[src/design/kmu_pkg.sv]
`timescale 1ns / 1ps
`default_nettype none
package kmu_pkg;

  localparam int STATES_DEF = 4;
  localparam int OBS_DEF    = 6;
  localparam int VW         = 32;
  localparam int FRAC       = 24;

  typedef struct packed {
    logic [2:0]        kind;
    logic [2:0]        row;
    logic [2:0]        col;
    logic signed [31:0] value;
    logic              predict_only;
  } cmd_t;

  typedef struct packed {
    logic [1:0]         state_index;
    logic signed [31:0] correction;
    logic               singular;
    logic               last;
  } result_t;

  localparam logic [2:0] KIND_PHI = 3'd0;
  localparam logic [2:0] KIND_H   = 3'd1;
  localparam logic [2:0] KIND_Z   = 3'd2;
  localparam logic [2:0] KIND_R   = 3'd3;
  localparam logic [2:0] KIND_Q   = 3'd4;
  localparam logic [2:0] KIND_P   = 3'd5;
  localparam logic [2:0] KIND_RUN = 3'd6;

  // Microcode operations.
  localparam logic [3:0] OP_MM_A    = 4'd0;
  localparam logic [3:0] OP_MM_PM   = 4'd1;
  localparam logic [3:0] OP_MM_G    = 4'd2;
  localparam logic [3:0] OP_MM_W    = 4'd3;
  localparam logic [3:0] OP_IDENT   = 4'd4;
  localparam logic [3:0] OP_COL0    = 4'd5;
  localparam logic [3:0] OP_PIVOT   = 4'd6;
  localparam logic [3:0] OP_NOP     = 4'd7;
  localparam logic [3:0] OP_SWAP    = 4'd8;
  localparam logic [3:0] OP_NORM    = 4'd9;
  localparam logic [3:0] OP_ELIM    = 4'd10;
  localparam logic [3:0] OP_NEXTCOL = 4'd11;
  localparam logic [3:0] OP_MM_KG   = 4'd12;
  localparam logic [3:0] OP_MM_CORR = 4'd13;
  localparam logic [3:0] OP_MM_P    = 4'd14;
  localparam logic [3:0] OP_EMIT    = 4'd15;

  localparam logic [1:0] COND_NONE = 2'd0;
  localparam logic [1:0] COND_SING = 2'd1;
  localparam logic [1:0] COND_COLS = 2'd2;

  typedef struct packed {
    logic [3:0] op;
    logic [1:0] cond;
    logic [3:0] target;
  } uword_t;

  function automatic uword_t ucode(input logic [3:0] pc);
    uword_t w;
    w = '{op: OP_NOP, cond: COND_NONE, target: 4'd0};
    unique case (pc)
      4'd0:  w = '{op: OP_MM_A,    cond: COND_NONE, target: 4'd0};
      4'd1:  w = '{op: OP_MM_PM,   cond: COND_NONE, target: 4'd0};
      4'd2:  w = '{op: OP_MM_G,    cond: COND_NONE, target: 4'd0};
      4'd3:  w = '{op: OP_MM_W,    cond: COND_NONE, target: 4'd0};
      4'd4:  w = '{op: OP_IDENT,   cond: COND_NONE, target: 4'd0};
      4'd5:  w = '{op: OP_COL0,    cond: COND_NONE, target: 4'd0};
      4'd6:  w = '{op: OP_PIVOT,   cond: COND_NONE, target: 4'd0};
      4'd7:  w = '{op: OP_NOP,     cond: COND_SING, target: 4'd12};
      4'd8:  w = '{op: OP_SWAP,    cond: COND_NONE, target: 4'd0};
      4'd9:  w = '{op: OP_NORM,    cond: COND_NONE, target: 4'd0};
      4'd10: w = '{op: OP_ELIM,    cond: COND_NONE, target: 4'd0};
      4'd11: w = '{op: OP_NEXTCOL, cond: COND_COLS, target: 4'd6};
      4'd12: w = '{op: OP_MM_KG,   cond: COND_NONE, target: 4'd0};
      4'd13: w = '{op: OP_MM_CORR, cond: COND_NONE, target: 4'd0};
      4'd14: w = '{op: OP_MM_P,    cond: COND_NONE, target: 4'd0};
      4'd15: w = '{op: OP_EMIT,    cond: COND_NONE, target: 4'd0};
      default: w = '{op: OP_NOP, cond: COND_NONE, target: 4'd0};
    endcase
    return w;
  endfunction

endpackage
`default_nettype wire

[src/design/kmu_div.sv]
`timescale 1ns / 1ps
`default_nettype none
module kmu_div import kmu_pkg::*; (
  input  wire logic               clk,
  input  wire logic               rst,
  input  wire logic               start,
  input  wire logic signed [VW-1:0] num,
  input  wire logic signed [VW-1:0] den,
  output logic                    done,
  output logic signed [VW-1:0]    quo
);

  localparam int NW = VW + FRAC;
  localparam int CW = $clog2(NW + 1);

  logic          run;
  logic [CW-1:0] cnt;
  logic [VW:0]   rem;
  logic [VW:0]   dsr;
  logic [NW-1:0] dvd;
  logic [NW-1:0] qm;
  logic          neg;
  logic [VW-1:0] amag;
  logic [VW-1:0] bmag;
  logic [VW:0]   rem_sh;
  logic [VW:0]   rem_next;
  logic          qbit;
  logic          over_p;
  logic          over_n;

  assign amag     = num[VW-1] ? (~num + 1'b1) : num;
  assign bmag     = den[VW-1] ? (~den + 1'b1) : den;
  assign rem_sh   = {rem[VW-1:0], dvd[NW-1]};
  assign qbit     = (rem_sh >= dsr);
  assign rem_next = qbit ? (rem_sh - dsr) : rem_sh;

  // Magnitude limits of the signed result: 2^31-1 upward, 2^31 downward.
  assign over_p = |qm[NW-1:VW-1];
  assign over_n = (|qm[NW-1:VW]) || (qm[VW-1] && (|qm[VW-2:0]));

  always_comb begin
    if (neg) begin
      quo = over_n ? {1'b1, {(VW-1){1'b0}}} : (~qm[VW-1:0] + 1'b1);
    end else begin
      quo = over_p ? {1'b0, {(VW-1){1'b1}}} : qm[VW-1:0];
    end
  end

  always_ff @(posedge clk) begin
    if (rst) begin
      run  <= 1'b0;
      done <= 1'b0;
    end else begin
      done <= 1'b0;
      if (start) begin
        run <= 1'b1;
        cnt <= '0;
        rem <= '0;
        dvd <= {amag, {FRAC{1'b0}}};
        dsr <= {1'b0, bmag};
        neg <= num[VW-1] ^ den[VW-1];
        qm  <= '0;
      end else if (run) begin
        rem <= rem_next;
        dvd <= {dvd[NW-2:0], 1'b0};
        qm  <= {qm[NW-2:0], qbit};
        cnt <= cnt + CW'(1);
        if (int'(cnt) + 1 == NW) begin
          run  <= 1'b0;
          done <= 1'b1;
        end
      end
    end
  end

endmodule
`default_nettype wire

[config.mk]
export PLATFORM = sky130hd
export DESIGN_NAME = kmu_div
export DESIGN_NICKNAME = d
export VERILOG_FILES = /design/src/design/kmu_pkg.sv /design/src/design/kmu_div.sv
export SDC_FILE = /design/constraint.sdc
export NUM_CORES = 1
export LEC_CHECK = 0
export BUFFER_PORTS_ARGS = -buffer_cell sky130_fd_sc_hd__buf_4
export CORE_ASPECT_RATIO = 1.5
export CORE_MARGIN = 2
export CORE_UTILIZATION = 45
export DETAILED_ROUTE_END_ITERATION = 8
export GPL_TIMING_DRIVEN = 0
export HOLD_SLACK_MARGIN = 0.06
export SYNTH_ARGS = -nofsm -noshare
export SYNTH_HDL_FRONTEND = slang
export SYNTH_SLANG_ARGS = --single-unit
[constraint.sdc]
create_clock -name clk -period 9.97 [get_ports clk]
set_input_delay 1.994 -clock clk [delete_from_list [all_inputs] [get_ports clk]]
set_output_delay 1.994 -clock clk [all_outputs]
set_load 0.02 [all_outputs]
==> summary.md <==
The arrival time at the worst endpoint is 4.66 ns, and the netlist area before placement is 0.0102 sq mm. The horizontal die dimension came out at 127 um. The depth of the critical timing path with buffers and inverters included was 14; the final HPWL from detailed placement was 18500 um. Timing analysis after detailed placement gives a worst setup slack of 3.78 ns. The worst pin sits at a relative slew slack of 18.6%. The tools report the max capacitance violation total as 0. The tools report the number of top-level design ports as 100. The run gives 21.0% as the total routing resource utilization after global routing. For this design, the slowest cell found on the critical path is sky130_fd_sc_hd__or4_4.

The unique cell type count in the Yosys netlist was 62; the starting density of the core was 45.8%. The signal on the critical path passes through inv_1 -> ha_1 -> nor3b_2 -> nand4_1 -> or4_4 -> or4b_4 -> or4_1 -> a211o_1 -> buf_6 -> inv_6 -> nand2_4 -> buf_2 -> o311ai_1 -> buf_4. For this design, the sink count on the clock tree is 161.

Timing would allow up to 0.150 GHz. The largest total area in the synthesized netlist belongs to sky130_fd_sc_hd__edfxtp_1. In this run, placement finished with an instance count of 1438.

The final wirelength came out at 24500 um. Hold repair after CTS inserted 0 buffers. Remaining number of nets flagged by the antenna check after routing: 0. The total overflow left after global routing is 0. Yosys attributes the largest share of cell area to sky130_fd_sc_hd__edfxtp_1 47%, sky130_fd_sc_hd__ha_1 4.4%, sky130_fd_sc_hd__xor2_1 4.3%. The clock reaches the later pin of the worst-skew pair after 0.44 ns. The area growth from synthesis to layout is 17.2%. For the synthesized instance count, the log shows 1059. For this run, the number of standard cells in the final layout without fillers is 1470.

The leakage dissipation was 4.53 nW. At the pin with the least slew margin, the transition time is 1.19 ns. The cell depth of the worst hold path is 1. The run finished with clean final reports.

Yosys synthesis warning count: 0. Of all nets on the critical path, the largest fanout is 10. For the number of violations reported at the end of detailed-routing iteration 0, the log shows 542.

The most used flip-flop cell after synthesis is sky130_fd_sc_hd__edfxtp_1. The number of antenna violations at the first check in global routing is 0, and the length in cells of the worst reg-to-reg path is 12. The maximum buffer depth of the clock tree came out at 2.

The clock input transition at the sequential cells of the worst setup and hold paths came out at 0.08 ns. TritonCTS built the clock tree. Sequential elements use 47.2% of the synthesized area. At the worst endpoint, the required time is 7.98 ns. For the final database, setup skew stands at 0.0117 ns.

Of all flip-flops after synthesis, the portion carrying an async set or reset was 0%. The remaining routing DRC violations was 0. The endpoint type of the worst setup path was a primary output. The number of enable flip-flop cells after synthesis was 159; the max-slew violation count was 0. The total area of multi-input combinational cells was 0.00498 sq mm. The number of hold violations in the final report came out at 0.

The tools report the quantity of gates resized following cts as 0. Setup repair after global routing left no endpoint under its margin. The number of clock buffers added by TritonCTS is 17. Summing all flip-flop and latch instances after layout gives 0.00481 sq mm. The run gives 0 as the number of buffers added for setup after CTS. The number of diodes added for antenna fixing was 0. Entering global routing, the biggest net connects 34 pins. The run gives 1285 as the final-stage net count. The class of the most critical setup path was reg2out. Global-route wire length before repair: 40100 um. In this design, the largest share of critical-path delay is due to simple AND/OR/NAND/NOR gates.

The tools report the cell chosen for the clock root as sky130_fd_sc_hd__clkbuf_16. The number of buffers and inverters on the critical path is 5. Via density per instance: 5.56. Setup violations remaining at the end of the flow were counted as 0. Die area: 0.0239 sq mm.

The post-synthesis average cell area was 9.63 sq um. The flip-flop and latch count after synthesis was 161; the shortest clock period the worst path allows after layout was 6.65 ns. In the final timing run, aggregate negative setup slack is 0 ns.

Most common library cell in the layout ignoring fill and taps: sky130_fd_sc_hd__edfxtp_1. The first detailed-routing pass took 5 iterations. In the final routed layout, each cell accounts on average for 16.7 um. The number of buffers inserted by port buffering was 99; the fraction of layout instances using a drive strength above 1 was 13.2%.

The final period utilization was 66.7%; the number of global-route vias before repair was 8195. Fill cells in the final layout number 2054. The number of nets in the synthesized netlist is 1163. The tools report the kind of start point of the critical path as a register.

The worst min-delay path class is reg2reg. For the routed via count, the log shows 8166. In the layout the commonest cells are 159 x sky130_fd_sc_hd__edfxtp_1, 112 x sky130_fd_sc_hd__nor2_1, 99 x sky130_fd_sc_hd__buf_4, 88 x sky130_fd_sc_hd__nand2_1, 85 x sky130_fd_sc_hd__a21oi_1. IR analysis of the VDD net gives a maximum drop of 113 uV. The placer congestion estimate was 0.876; the final setup slack of the worst path was 3.32 ns. The area of the core region was 0.0223 sq mm; the maximum single-stage delay on the critical path was 0.59 ns. The H-tree depth was 4.

Row generation in the floorplan step produced 67 rows. In this run the power density over the cells is 162 mW/mm^2. The floorplan die height is 188 um. The area share of the largest cell type after synthesis came out at 46.8%.
[sequential cells by signal, summed over array words and instances (netlist names)]
register and cells:
qm 56, dsr 32, dvd 32, rem 32
cnt 6, done 1, neg 1, run 1
[final timing paths]
kind / startpoint / endpoint / slack [ns]
min reg2reg: run / done / 0.52
min: run / done / 0.52
max: qm[0] / quo[27] / 3.32
max reg2reg: rem[19] / rem[12] / 5.40
[cell usage after synthesis, types with 3 or more instances]
cell	n
sky130_fd_sc_hd__a211oi_1	7
sky130_fd_sc_hd__a21boi_0	6
sky130_fd_sc_hd__a21o_1	11
sky130_fd_sc_hd__a21oi_1	85
sky130_fd_sc_hd__a31oi_1	4
sky130_fd_sc_hd__and3_1	6
sky130_fd_sc_hd__buf_1	5
sky130_fd_sc_hd__buf_2	3
sky130_fd_sc_hd__clkbuf_1	37
sky130_fd_sc_hd__edfxtp_1	159
sky130_fd_sc_hd__ha_1	36
sky130_fd_sc_hd__inv_1	58
sky130_fd_sc_hd__mux2i_1	5
sky130_fd_sc_hd__nand2_1	88
sky130_fd_sc_hd__nand2b_1	10
sky130_fd_sc_hd__nand3_1	25
sky130_fd_sc_hd__nand4_1	9
sky130_fd_sc_hd__nand4b_1	3
sky130_fd_sc_hd__nor2_1	114
sky130_fd_sc_hd__nor2b_1	60
sky130_fd_sc_hd__nor3_1	30
sky130_fd_sc_hd__nor4_1	14
sky130_fd_sc_hd__o2111ai_1	3
sky130_fd_sc_hd__o211ai_1	4
sky130_fd_sc_hd__o21ai_0	60
sky130_fd_sc_hd__o21bai_1	4
sky130_fd_sc_hd__o311ai_0	5
sky130_fd_sc_hd__o311ai_1	18
sky130_fd_sc_hd__o31ai_1	15
sky130_fd_sc_hd__o41ai_1	16
sky130_fd_sc_hd__or2_2	6
sky130_fd_sc_hd__or3_1	17
sky130_fd_sc_hd__or4_1	15
sky130_fd_sc_hd__xnor2_1	36
sky130_fd_sc_hd__xor2_1	50
[cells by family (layout without fill, tap and decap cells)]
logic type	count (synthesis)	after routing	synth area share [%]
buffers and inverters	106	241	4.13
and+or+nand+nor	413	413	20.5
muxes	5	5	0.491
adders and majority gates	37	37	4.61
DFF	161	161	47.2
AOI/OAI and AO/OA	251	251	15.7
xor gates and xnor gates	86	86	7.38
[area by class of cell]
type,instances,share of cell area (%)
plain buffers,47,1.63
inverters,59,1.89
multi-input cells,792,41.7
flip-flops and latches,161,40.3
clock buffers,18,3.59
repair buffers,103,6.89
clock inverters,14,1.15
well taps,276,2.89
[power by group]
| group | total, mW | switching, mW | internal, mW |
|---|---|---|---|
| Clock | 0.638 | 0.306 | 0.333 |
| Sequential | 0.845 | 0.0307 | 0.814 |
| Combinational | 0.454 | 0.269 | 0.184 |
[routing by layer]
layer  global-route usage (%)  vias up  share of wire [%]
met2                     38.7      140                 53
met4                     8.11        0                2.9
met1                     24.2     3846                 42
met5                        0        -                  0
li1                         -     4133                  -
met3                     3.24       47                2.3
[worst reg2reg max path, cell delays in order (launching register included)]
cell                        delay (ns)
sky130_fd_sc_hd__edfxtp_1         0.41
sky130_fd_sc_hd__ha_1             0.39
sky130_fd_sc_hd__a21oi_1          0.34
sky130_fd_sc_hd__o2111ai_1        0.16
sky130_fd_sc_hd__o21ai_0          0.29
sky130_fd_sc_hd__o2111ai_1        0.23
sky130_fd_sc_hd__o211a_1          0.29
sky130_fd_sc_hd__o41ai_1          0.90
sky130_fd_sc_hd__clkbuf_1         0.45
sky130_fd_sc_hd__clkbuf_1         0.52
sky130_fd_sc_hd__nor2_1           0.12
sky130_fd_sc_hd__a21oi_1          0.13
sky130_fd_sc_hd__nor2_1           0.07
[stage by stage]
step           hold WS, ns  cell area, sq um  utilization (%)  total power [mW]
6_report             0.522             12000             53.6              1.94
5_1_grt              0.546             12000             53.6              2.04
4_1_cts              0.528             12000             53.6              1.95
3_5_place_dp         0.511             11400             51.1              1.31
3_3_place_gp         0.511             11300             50.6              1.31
2_1_floorplan        0.454             10200                -              1.17
(Power assumes the default switching activity.)
