[src/design/kmu_ram.sv]
`timescale 1ns / 1ps
`default_nettype none
module kmu_ram #(
  parameter int WIDTH = 32,
  parameter int DEPTH = 16
) (
  input  wire logic                     clk,
  input  wire logic                     we,
  input  wire logic [$clog2(DEPTH)-1:0] waddr,
  input  wire logic [WIDTH-1:0]         wdata,
  input  wire logic [$clog2(DEPTH)-1:0] raddr,
  output logic      [WIDTH-1:0]         rdata
);

  logic [WIDTH-1:0] mem [DEPTH];

  always_ff @(posedge clk) begin
    if (we) begin
      mem[waddr] <= wdata;
    end
    rdata <= mem[raddr];
  end

endmodule
`default_nettype wire

[config.mk]
export PLATFORM = sky130hd
export DESIGN_NAME = kmu_ram
export DESIGN_NICKNAME = d
export VERILOG_FILES = /design/src/design/kmu_ram.sv
export SDC_FILE = /design/constraint.sdc
export NUM_CORES = 1
export LEC_CHECK = 0
export BUFFER_PORTS_ARGS = -buffer_cell sky130_fd_sc_hd__buf_2
export CAP_MARGIN = 30
export CELL_PAD_IN_SITES_DETAIL_PLACEMENT = 1
export CELL_PAD_IN_SITES_GLOBAL_PLACEMENT = 1
export CORE_UTILIZATION = 45
export DETAILED_ROUTE_END_ITERATION = 7
export PLACE_DENSITY_LB_ADDON = 0.1
export RECOVER_POWER = 25
export SLEW_MARGIN = 20
export SYNTH_ARGS = -nofsm -noshare
export SYNTH_HDL_FRONTEND = slang
export SYNTH_SLANG_ARGS = --single-unit
[constraint.sdc]
create_clock -name clk -period 4.6 [get_ports clk]
set_input_delay 0.23 -clock clk [delete_from_list [all_inputs] [get_ports clk]]
set_output_delay 0.23 -clock clk [all_outputs]
set_load 0.01 [all_outputs]
==> results.sh, run 1 <==
export IMPL_run_status="finished, final reports clean"
export IMPL_hpwl_mm=25.67
export IMPL_fillers=3702
export IMPL_ios=74
export IMPL_ff2ff_path_depth=3
export IMPL_final_area_um2=23040
export IMPL_syn_area_um2=19850
export IMPL_grt_setup_unrepaired="no"
export IMPL_maxCapViolations=0
export IMPL_cp_required_ps=5080
export IMPL_port_buffers=73
export IMPL_antenna_found_initial=1
export IMPL_synth_top_area_share_pct=77.44
export IMPL_grt_max_degree=76
export IMPL_avgSynthCellArea_um2=23.69
export IMPL_dr_wl_met3_mm=1.901
export IMPL_vias=9077
export IMPL_worstMarginPinSlew_ps=974.7
export IMPL_power_leakage_nw=7.358
export IMPL_finalSetupViolations=0
export IMPL_place_ws_ps=1976
export IMPL_slew_viol_final=0
export IMPL_p_per_area_nw_per_um2=445.9
export IMPL_cts_root_buf="clkbuf_16"
export IMPL_post_layout_total_power_w=0.01027
export IMPL_global_route_usage_total_pct=21.63
export IMPL_final_common_cell="edfxtp_1"
export IMPL_timing_rr_start="mem[2][1]$_DFFE_PP_"
export IMPL_rows=76
export IMPL_fin_util_pct=53.24
export IMPL_critical_path_endpoint_type="register"
export IMPL_cts_sinks=544
export IMPL_placed_cell_area_um2=21230
export IMPL_worstPathMaxFanout=46
export IMPL_fin_tns_setup_ps=0
export IMPL_ir_worst_vdd_uv=350.3
export IMPL_synth_seq_cells=544
export IMPL_hp_start="wdata[4]"
export IMPL_avgViaCountPerCell=5.691
export IMPL_worstReg2RegEnd="rdata[1]$_DFF_P_"
export IMPL_critPathLaunchType="input pin"
export IMPL_grt_pass1_vias=10080
export IMPL_gp_congestion=0.7208
export IMPL_die_y_um=212.0
export IMPL_wl_per_cell_um=29.34
export IMPL_yosys_cell_types_count=18
export IMPL_synth_cells=838
export IMPL_synth_area_leaders="edfxtp_1, mux4_2, dfxtp_1"
export IMPL_yosys_warnings=0
export IMPL_drt_iter0_drc=672
export IMPL_layout_common_cells="edfxtp_1, mux4_2, a22oi_1"
export IMPL_clock_path_buffers=3
export IMPL_worstSkewPairLatency_ps=590
export IMPL_die_area_um2=44960
export IMPL_finalCriticalPeriod_ps=1880
export IMPL_diodes=0
export IMPL_crit_arrival_ps=2360
export IMPL_drtPass1Iterations=6
export IMPL_drt_total_wl_mm=46.80
export IMPL_holdPathStages=1
export IMPL_seq_area_frac_synth_pct=80.67
export IMPL_path_cells="clkbuf_8 -> buf_16 -> buf_4 -> mux4_2 -> a22oi_1 -> nand2_1"
export IMPL_worstSetupPathType="input pin to register"
export IMPL_yosysTopAreaCell="edfxtp_1"
export IMPL_grt_pass1_wl_mm=68.15
export IMPL_cts_repair_resized=0
export IMPL_h_tree_depth=2
export IMPL_die_w_um=212.0
export IMPL_max_stage_delay_ps=560
export IMPL_drc_errors=0
export IMPL_hold_viol=0
export IMPL_wl_met1_mm=20.66
export IMPL_path_clk_slew_ps=60
export IMPL_routed_top_layer="met5"
export IMPL_max_slew_margin_rel_pct=35.02
export IMPL_layout_drive_gt1_share_pct=30.10
export IMPL_synth_nets=880
export IMPL_core_um2=43270
export IMPL_area_delta_synth_final_pct=16.03
export IMPL_reg2reg_slack_ps=3240
export IMPL_drtAntennaViolNets=0
export IMPL_min_path_type="input pin to register"
export IMPL_hold_path_end="mem[13][4]$_DFFE_PP_"
export IMPL_post_route_worst_setup_slack_ps=2720
export IMPL_timing_final_crit_share_pct=40.86
export IMPL_dr_wl_met2_mm=23.23
export IMPL_max_freq_mhz=532.0
export IMPL_cts_buffers=56
export IMPL_nNetsFinal=1009
export IMPL_start_util_pct=45.89
export IMPL_critical_path_slowest_cell="mux4_2"
export IMPL_skew_ps=13.93
export IMPL_cts_tree="yes"
export IMPL_grt_overflow_total=0
kinds of logic (layout without fill, tap and decap cells):
logic type,after synthesis,in the layout,synth area share (%)
DFF,544,544,80.67
buffers and inverters,43,215,1.122
muxes,128,128,14.52
and+or+nand+nor,59,59,1.273
AOI/OAI and AO/OA,64,64,2.420
sequential cells by signal, indices dropped and copies added (netlist names):
name	flops
mem	512
rdata	32
Yosys cell counts (all sizes together):
cell type / instances
a22oi: 64
and2: 1
buf: 26
clkbuf: 17
dfxtp: 32
edfxtp: 512
mux4: 128
nand2: 33
nand2b: 2
nand3: 1
nand3b: 2
nor2: 13
nor2b: 2
nor3: 4
or3b: 1
critical path, delay by kind of cell:
| family | cells | cell delay [ps] |
|---|---|---|
| compound gates | 1 | 220 |
| simple gates | 1 | 70 |
| mux | 1 | 560 |
| buf+inv | 3 | 1170 |
worst max path at each step:
stage,cells past startpoint,to,start,slack [ps]
global placement,5,rdata[26]$_DFF_P_,raddr[0],1990
finish,6,rdata[20]$_DFF_P_,raddr[0],2720
detailed placement,5,rdata[20]$_DFF_P_,raddr[0],1980
CTS,5,rdata[20]$_DFF_P_,raddr[0],2610
global route,6,rdata[12]$_DFF_P_,raddr[0],2550
floorplan,2,mem[0][0]$_DFFE_PP_,waddr[2],1190
through the flow:
step	hold WS, ps	std cells
after floorplan	328.9	838
after global placement	580.5	1476
after detailed placement	614.6	1482
after CTS	1.855	1593
after global routing	44.81	1595
final	56.13	1595
report_power, final:
| part | switching [W] | internal [W] | total, W |
|---|---|---|---|
| registers | 0.0000347 | 0.00554 | 0.00558 |
| logic | 0.000306 | 0.000209 | 0.000514 |
| clock network | 0.00178 | 0.00240 | 0.00418 |
area by class of cell:
cell class / count / area, µm² / area share [%]
clock inverter: 25 / 156.4 / 0.6789
sequential: 544 / 16020 / 69.52
timing repair buffer: 114 / 864.6 / 3.753
multi-input combinational: 251 / 3750 / 16.28
tap: 585 / 732.0 / 3.177
clock buffer: 76 / 1518 / 6.588
repair_timing:
item                                    CTS  global route
hold buffers                             10             0
endpoints found under the setup margin    0             0
endpoints found under the hold margin   137             0
setup buffers                             0             0
per-layer routing:
| metal | global-route usage [%] | up-vias |
|---|---|---|
| met3 | 3.737 | 62 |
| li1 | - | 3844 |
| met4 | 6.897 | 2 |
| met2 | 35.55 | 204 |
| met5 | 0 | - |
| met1 | 29.63 | 4965 |
(Power assumes the default switching activity.)
==> run 2, diff against run 1 <==
==> constraint.sdc (replaced) <==
create_clock -name clk -period 1.9 [get_ports clk]
set_input_delay 0.095 -clock clk [delete_from_list [all_inputs] [get_ports clk]]
set_output_delay 0.095 -clock clk [all_outputs]
set_load 0.01 [all_outputs]
==> run 2 against run 1 <==
Against the previous run: clock power rose to 2.6 times the previous value; cell area rose by 2.7%; critical endpoint is now rdata[13]$_DFF_P_; routed wire length down 6.0%; combinational power grew to 2.5 times the previous value; global-route usage decreased by 1.1 points; largest cell class unchanged; die area is the same; final cell count increased by 1.8%; clock-buffer cell count is 15 higher; largest power group unchanged; sequential power up 140%; sequential share of layout area down 1.8 points.
==> results.sh, run 2 (synthesis gave the netlist of run 1 again) <==
export IMPL_die_w_um=212.0
export IMPL_power_leakage_nw=7.587
export IMPL_worstPathMaxFanout=1
export IMPL_p_per_area_nw_per_um2=1082
export IMPL_critical_path_endpoint_type="register"
export IMPL_gp_congestion=0.6781
export IMPL_die_area_um2=44960
export IMPL_place_ws_ps=134.2
export IMPL_grt_pass1_vias=9952
export IMPL_hpwl_mm=22.26
export IMPL_finalCriticalPeriod_ps=1407
export IMPL_h_tree_depth=2
export IMPL_top_register="mem"
export IMPL_fillers=3660
export IMPL_largest_reg_flops=512
export IMPL_diodes=0
export IMPL_worstMarginPinSlew_ps=679.4
export IMPL_worstSkewPairLatency_ps=590
export IMPL_slew_viol_final=0
export IMPL_grt_max_degree=73
export IMPL_ff2ff_path_depth=3
export IMPL_post_route_worst_setup_slack_ps=492.8
export IMPL_grt_setup_unrepaired="no"
export IMPL_postCtsSetupBuffers=0
export IMPL_cts_tree="yes"
export IMPL_start_util_pct=45.89
export IMPL_critPathLaunchType="register"
export IMPL_avgViaCountPerCell=5.587
export IMPL_grt_overflow_total=0
export IMPL_clock_path_buffers=3
export IMPL_cp_required_ps=2360
export IMPL_nNetsFinal=1037
export IMPL_min_path_type="input pin to register"
export IMPL_timing_final_crit_share_pct=74.06
export IMPL_max_slew_margin_rel_pct=54.71
export IMPL_drc_errors=0
export IMPL_grt_pass1_wl_mm=65.22
export IMPL_finalSetupViolations=0
export IMPL_ir_worst_vdd_uv=733.2
export IMPL_die_y_um=212.0
export IMPL_fin_util_pct=54.66
export IMPL_crit_arrival_ps=1870
export IMPL_drtAntennaViolNets=0
export IMPL_global_route_usage_total_pct=20.48
export IMPL_area_delta_synth_final_pct=19.13
export IMPL_hold_viol=0
export IMPL_timing_hold_ws_ps=81.98
export IMPL_layout_common_cells="edfxtp_1, mux4_2, a22oi_1"
export IMPL_vias=9073
export IMPL_max_freq_mhz=710.6
export IMPL_skew_ps=10.02
export IMPL_drtPass1Iterations=5
export IMPL_run_status="finished, final reports clean"
export IMPL_cts_sinks=544
export IMPL_antenna_found_initial=0
export IMPL_drt_total_wl_mm=44.00
export IMPL_wl_per_cell_um=27.10
export IMPL_cts_root_buf="clkbuf_16"
export IMPL_worstSetupPathType="register to register"
export IMPL_ios=74
export IMPL_cts_buffers=56
export IMPL_core_um2=43270
export IMPL_maxCapViolations=0
export IMPL_reg_top3="mem: 512 flops, rdata: 32 flops"
export IMPL_drt_iter0_drc=716
export IMPL_rows=76
export IMPL_port_buffers=73
export IMPL_holdPathStages=4
export IMPL_layout_drive_gt1_share_pct=30.41
export IMPL_path_clk_slew_ps=60
export IMPL_final_common_cell="edfxtp_1"
## run 2: changes by cell type in the layout (fill, tap and decap cells not counted), sizes merged
cell	delta
dlygate4sd3	+22
clkbuf	+18
clkinv	-16
buf	+3
bufinv	+2
## run 2: final timing paths
path,start,to,slack (ps)
max,mem[3][13]$_DFFE_PP_,rdata[13]$_DFF_P_,490
min,raddr[3],rdata[7]$_DFF_P_,80
max reg2reg,mem[3][13]$_DFFE_PP_,rdata[13]$_DFF_P_,490
min reg2reg,mem[13][21]$_DFFE_PP_,rdata[21]$_DFF_P_,670
## run 2: through the flow
| stage | area, µm² | setup TNS (ps) | instances | power [W] |
|---|---|---|---|---|
| after floorplan | 19920 | -61020 | 838 | 0.01442 |
| after global placement | 21530 | 0 | 1490 | 0.01495 |
| after detailed placement | 21530 | 0 | 1490 | 0.01502 |
| after CTS | 23680 | 0 | 1624 | 0.02590 |
| after global routing | 23650 | 0 | 1624 | 0.02634 |
| final | 23650 | 0 | 1624 | 0.02560 |
## run 2: cell type report
| class | instances | area, µm² | share of cell area, % |
|---|---|---|---|
| multi-input cells | 251 | 3775 | 15.96 |
| clock buffers | 91 | 1674 | 7.078 |
| flip-flops and latches | 544 | 16020 | 67.71 |
| repair buffers | 142 | 1299 | 5.491 |
| clock inverters | 11 | 156.4 | 0.6613 |
| well taps | 585 | 732.0 | 3.095 |
## run 2: metal layers
metal  routed length (µm)  vias up  part of all wire, %  track usage, %
met5                    0        -                    0               0
met3                 1842       56                  4.2           2.866
li1                     -     3892                    -               -
met1                19770     4920                   45           29.28
met2                21630      205                   49           33.31
met4                  765        0                  1.7           5.497
## run 2: report_power, final
part           leakage (nW)  internal (W)  total, W  switching [W]
logic                  1.80      0.000564   0.00129       0.000722
clock network         0.894       0.00651    0.0108        0.00430
registers              4.89        0.0134    0.0135      0.0000870
## run 2: timing repair
| item | in CTS | in global routing |
|---|---|---|
| hold buffers | 32 | 0 |
| gates resized for setup | 0 | 0 |
| endpoints found under the hold margin | 512 | 0 |
## run 2: worst max-delay path: stages (launching register included)
cell	delay (ps)
edfxtp_1	370
mux4_2	470
a22oi_1	310
nand2_1	140
==> run 3, diff against run 2 <==
==> constraint.sdc (replaced) <==
create_clock -name clk -period 1.3 [get_ports clk]
set_input_delay 0.065 -clock clk [delete_from_list [all_inputs] [get_ports clk]]
set_output_delay 0.065 -clock clk [all_outputs]
set_load 0.01 [all_outputs]
==> run 3 against run 2 <==
Against the previous run: critical path depth is the same; combinational power grew 67%; routed wire length grew 4.8%; register-to-register slack lost 480 ps; clock-buffer cell count shrank 10; non-clock buffer count grew 58; global-route usage grew 1.0 points; final cell count grew 3.6%; total power grew 49%; hold slack lost 11 ps; critical endpoint is now rdata[15]$_DFF_P_; largest cell class unchanged; largest power group unchanged.
==> results.sh, run 3 (synthesis gave the netlist of run 1 again) <==
export IMPL_largest_reg_flops=512
export IMPL_worstSkewPairLatency_ps=590
export IMPL_clkPwrFrac_pct=42.5
export IMPL_worstSetupPathType="register to register"
export IMPL_finalSetupViolations=0
export IMPL_run_status="finished, final reports clean"
export IMPL_clock_path_buffers=3
export IMPL_rows=76
export IMPL_core_um2=43270
export IMPL_layout_common_cells="edfxtp_1, mux4_2, clkbuf_16"
export IMPL_drtAntennaViolNets=0
export IMPL_routed_top_layer="met4"
export IMPL_cts_sinks=544
export IMPL_vias=9370
export IMPL_drt_total_wl_mm=46.12
export IMPL_diodes=0
export IMPL_grt_pass1_vias=10210
export IMPL_hpwl_mm=26.36
export IMPL_crit_arrival_ps=1750
export IMPL_drtPass1Iterations=5
export IMPL_worstPathMaxFanout=1
export IMPL_die_y_um=212.0
export IMPL_placed_cell_area_um2=22180
export IMPL_max_freq_mhz=774.0
export IMPL_grt_overflow_total=0
export IMPL_finalCriticalPeriod_ps=1292
export IMPL_drt_iter0_drc=733
export IMPL_max_slew_margin_rel_pct=56.77
export IMPL_grt_pass1_wl_mm=68.12
export IMPL_timing_final_crit_share_pct=99.39
export IMPL_critical_path_endpoint_type="register"
export IMPL_area_delta_synth_final_pct=23.37
export IMPL_postCtsSetupBuffers=0
export IMPL_skew_ps=13.58
export IMPL_h_tree_depth=2
export IMPL_p_comb_share_pct=5.7
export IMPL_ios=74
export IMPL_worstMarginPinSlew_ps=648.5
export IMPL_slew_viol_final=0
export IMPL_cts_root_buf="clkbuf_16"
export IMPL_wl_met1_mm=19.90
export IMPL_pwr_share_seq_pct=51.8
export IMPL_avgViaCountPerCell=5.571
export IMPL_post_layout_total_power_w=0.03809
export IMPL_cts_tree="yes"
export IMPL_final_common_cell="edfxtp_1"
export IMPL_ir_worst_vdd_uv=1092
export IMPL_die_area_um2=44960
export IMPL_antenna_found_initial=1
export IMPL_critPathLaunchType="register"
export IMPL_hold_viol=0
export IMPL_top_register="mem"
export IMPL_nNetsFinal=1093
export IMPL_die_w_um=212.0
export IMPL_dr_wl_met2_mm=23.41
export IMPL_wl_per_cell_um=27.42
export IMPL_p_per_area_nw_per_um2=1555
export IMPL_drc_errors=0
export IMPL_cts_buffers=54
export IMPL_start_util_pct=45.89
export IMPL_min_path_type="input pin to register"
export IMPL_global_route_usage_total_pct=21.52
export IMPL_path_clk_slew_ps=60
export IMPL_final_area_um2=24490
export IMPL_power_leakage_nw=8.001
export IMPL_swShare_pct=20.29
export IMPL_grt_max_degree=33
export IMPL_reg_top3="mem: 512 flops, rdata: 32 flops"
export IMPL_power_switching_w=0.007727
export IMPL_internal_power_w=0.03036
export IMPL_gp_congestion=0.7167
export IMPL_port_buffers=73
export IMPL_cp_required_ps=1760
export IMPL_maxCapViolations=0
export IMPL_layout_drive_gt1_share_pct=37.56
export IMPL_grt_setup_unrepaired="yes"
export IMPL_dr_wl_met3_mm=2.077
[run 3: timing repair]
action | CTS | global route
hold buffers | 32 | 0
resized for setup | 11 | 14
endpoints found under the hold margin | 512 | 0
endpoints found under the setup margin | 8 | 17
pin swaps | 5 | 15
[run 3: area by class of cell]
class / instances / area [µm²]
clock inverters: 21 / 247.7
multi-input cells: 251 / 3918
well taps: 585 / 732.0
flip-flops and latches: 544 / 16020
clock buffers: 81 / 1647
repair buffers: 200 / 1936
fillers: 3633 / 18770
[run 3: power by group through the flow]
| stage | Combinational (W) | Sequential (W) | Clock [W] |
|---|---|---|---|
| 2_1_floorplan | 0.000983 | 0.0201 | 0 |
| 3_3_place_gp | 0.00199 | 0.0201 | 0 |
| 3_5_place_dp | 0.00207 | 0.0201 | 0 |
| 4_1_cts | 0.00218 | 0.0197 | 0.0165 |
| 5_1_grt | 0.00232 | 0.0198 | 0.0171 |
| 6_report | 0.00216 | 0.0197 | 0.0162 |
[run 3: routing by layer]
layer  vias to the layer above  track usage (%)
li1                       4010                -
met4                         0            5.122
met2                       235            35.60
met3                        57            3.323
met5                         -                0
met1                      5068            30.26
[run 3: critical path: stages, from the launching register on]
cell and delay (ps):
edfxtp_1 380, mux4_2 490, a22oi_2 170, nand2_1 110
[run 3: through the flow]
step                utilization, %  TNS, ps  worst slack [ps]  hold slack (ps)  instances
floorplan                        -   -76250            -474.2            163.9        838
global placement             51.27   -47790            -236.5            417.1       1548
detailed placement           51.27   -57000            -255.0            444.6       1548
CTS                          56.51        0             1.106            33.81       1682
global route                 56.61   -86.02            -27.39            58.37       1682
finish                       56.61        0             7.935            71.45       1682
[run 3: path summary, 6_finish.rpt]
kind	startpoint	endpoint	slack, ps	depth (start not counted)
setup / recovery	mem[11][15]$_DFFE_PP_	rdata[15]$_DFF_P_	8	3
hold / removal	waddr[1]	mem[10][20]$_DFFE_PP_	70	3
setup reg to reg	mem[11][15]$_DFFE_PP_	rdata[15]$_DFF_P_	8	3
hold reg to reg	mem[12][30]$_DFFE_PP_	rdata[30]$_DFF_P_	670	3
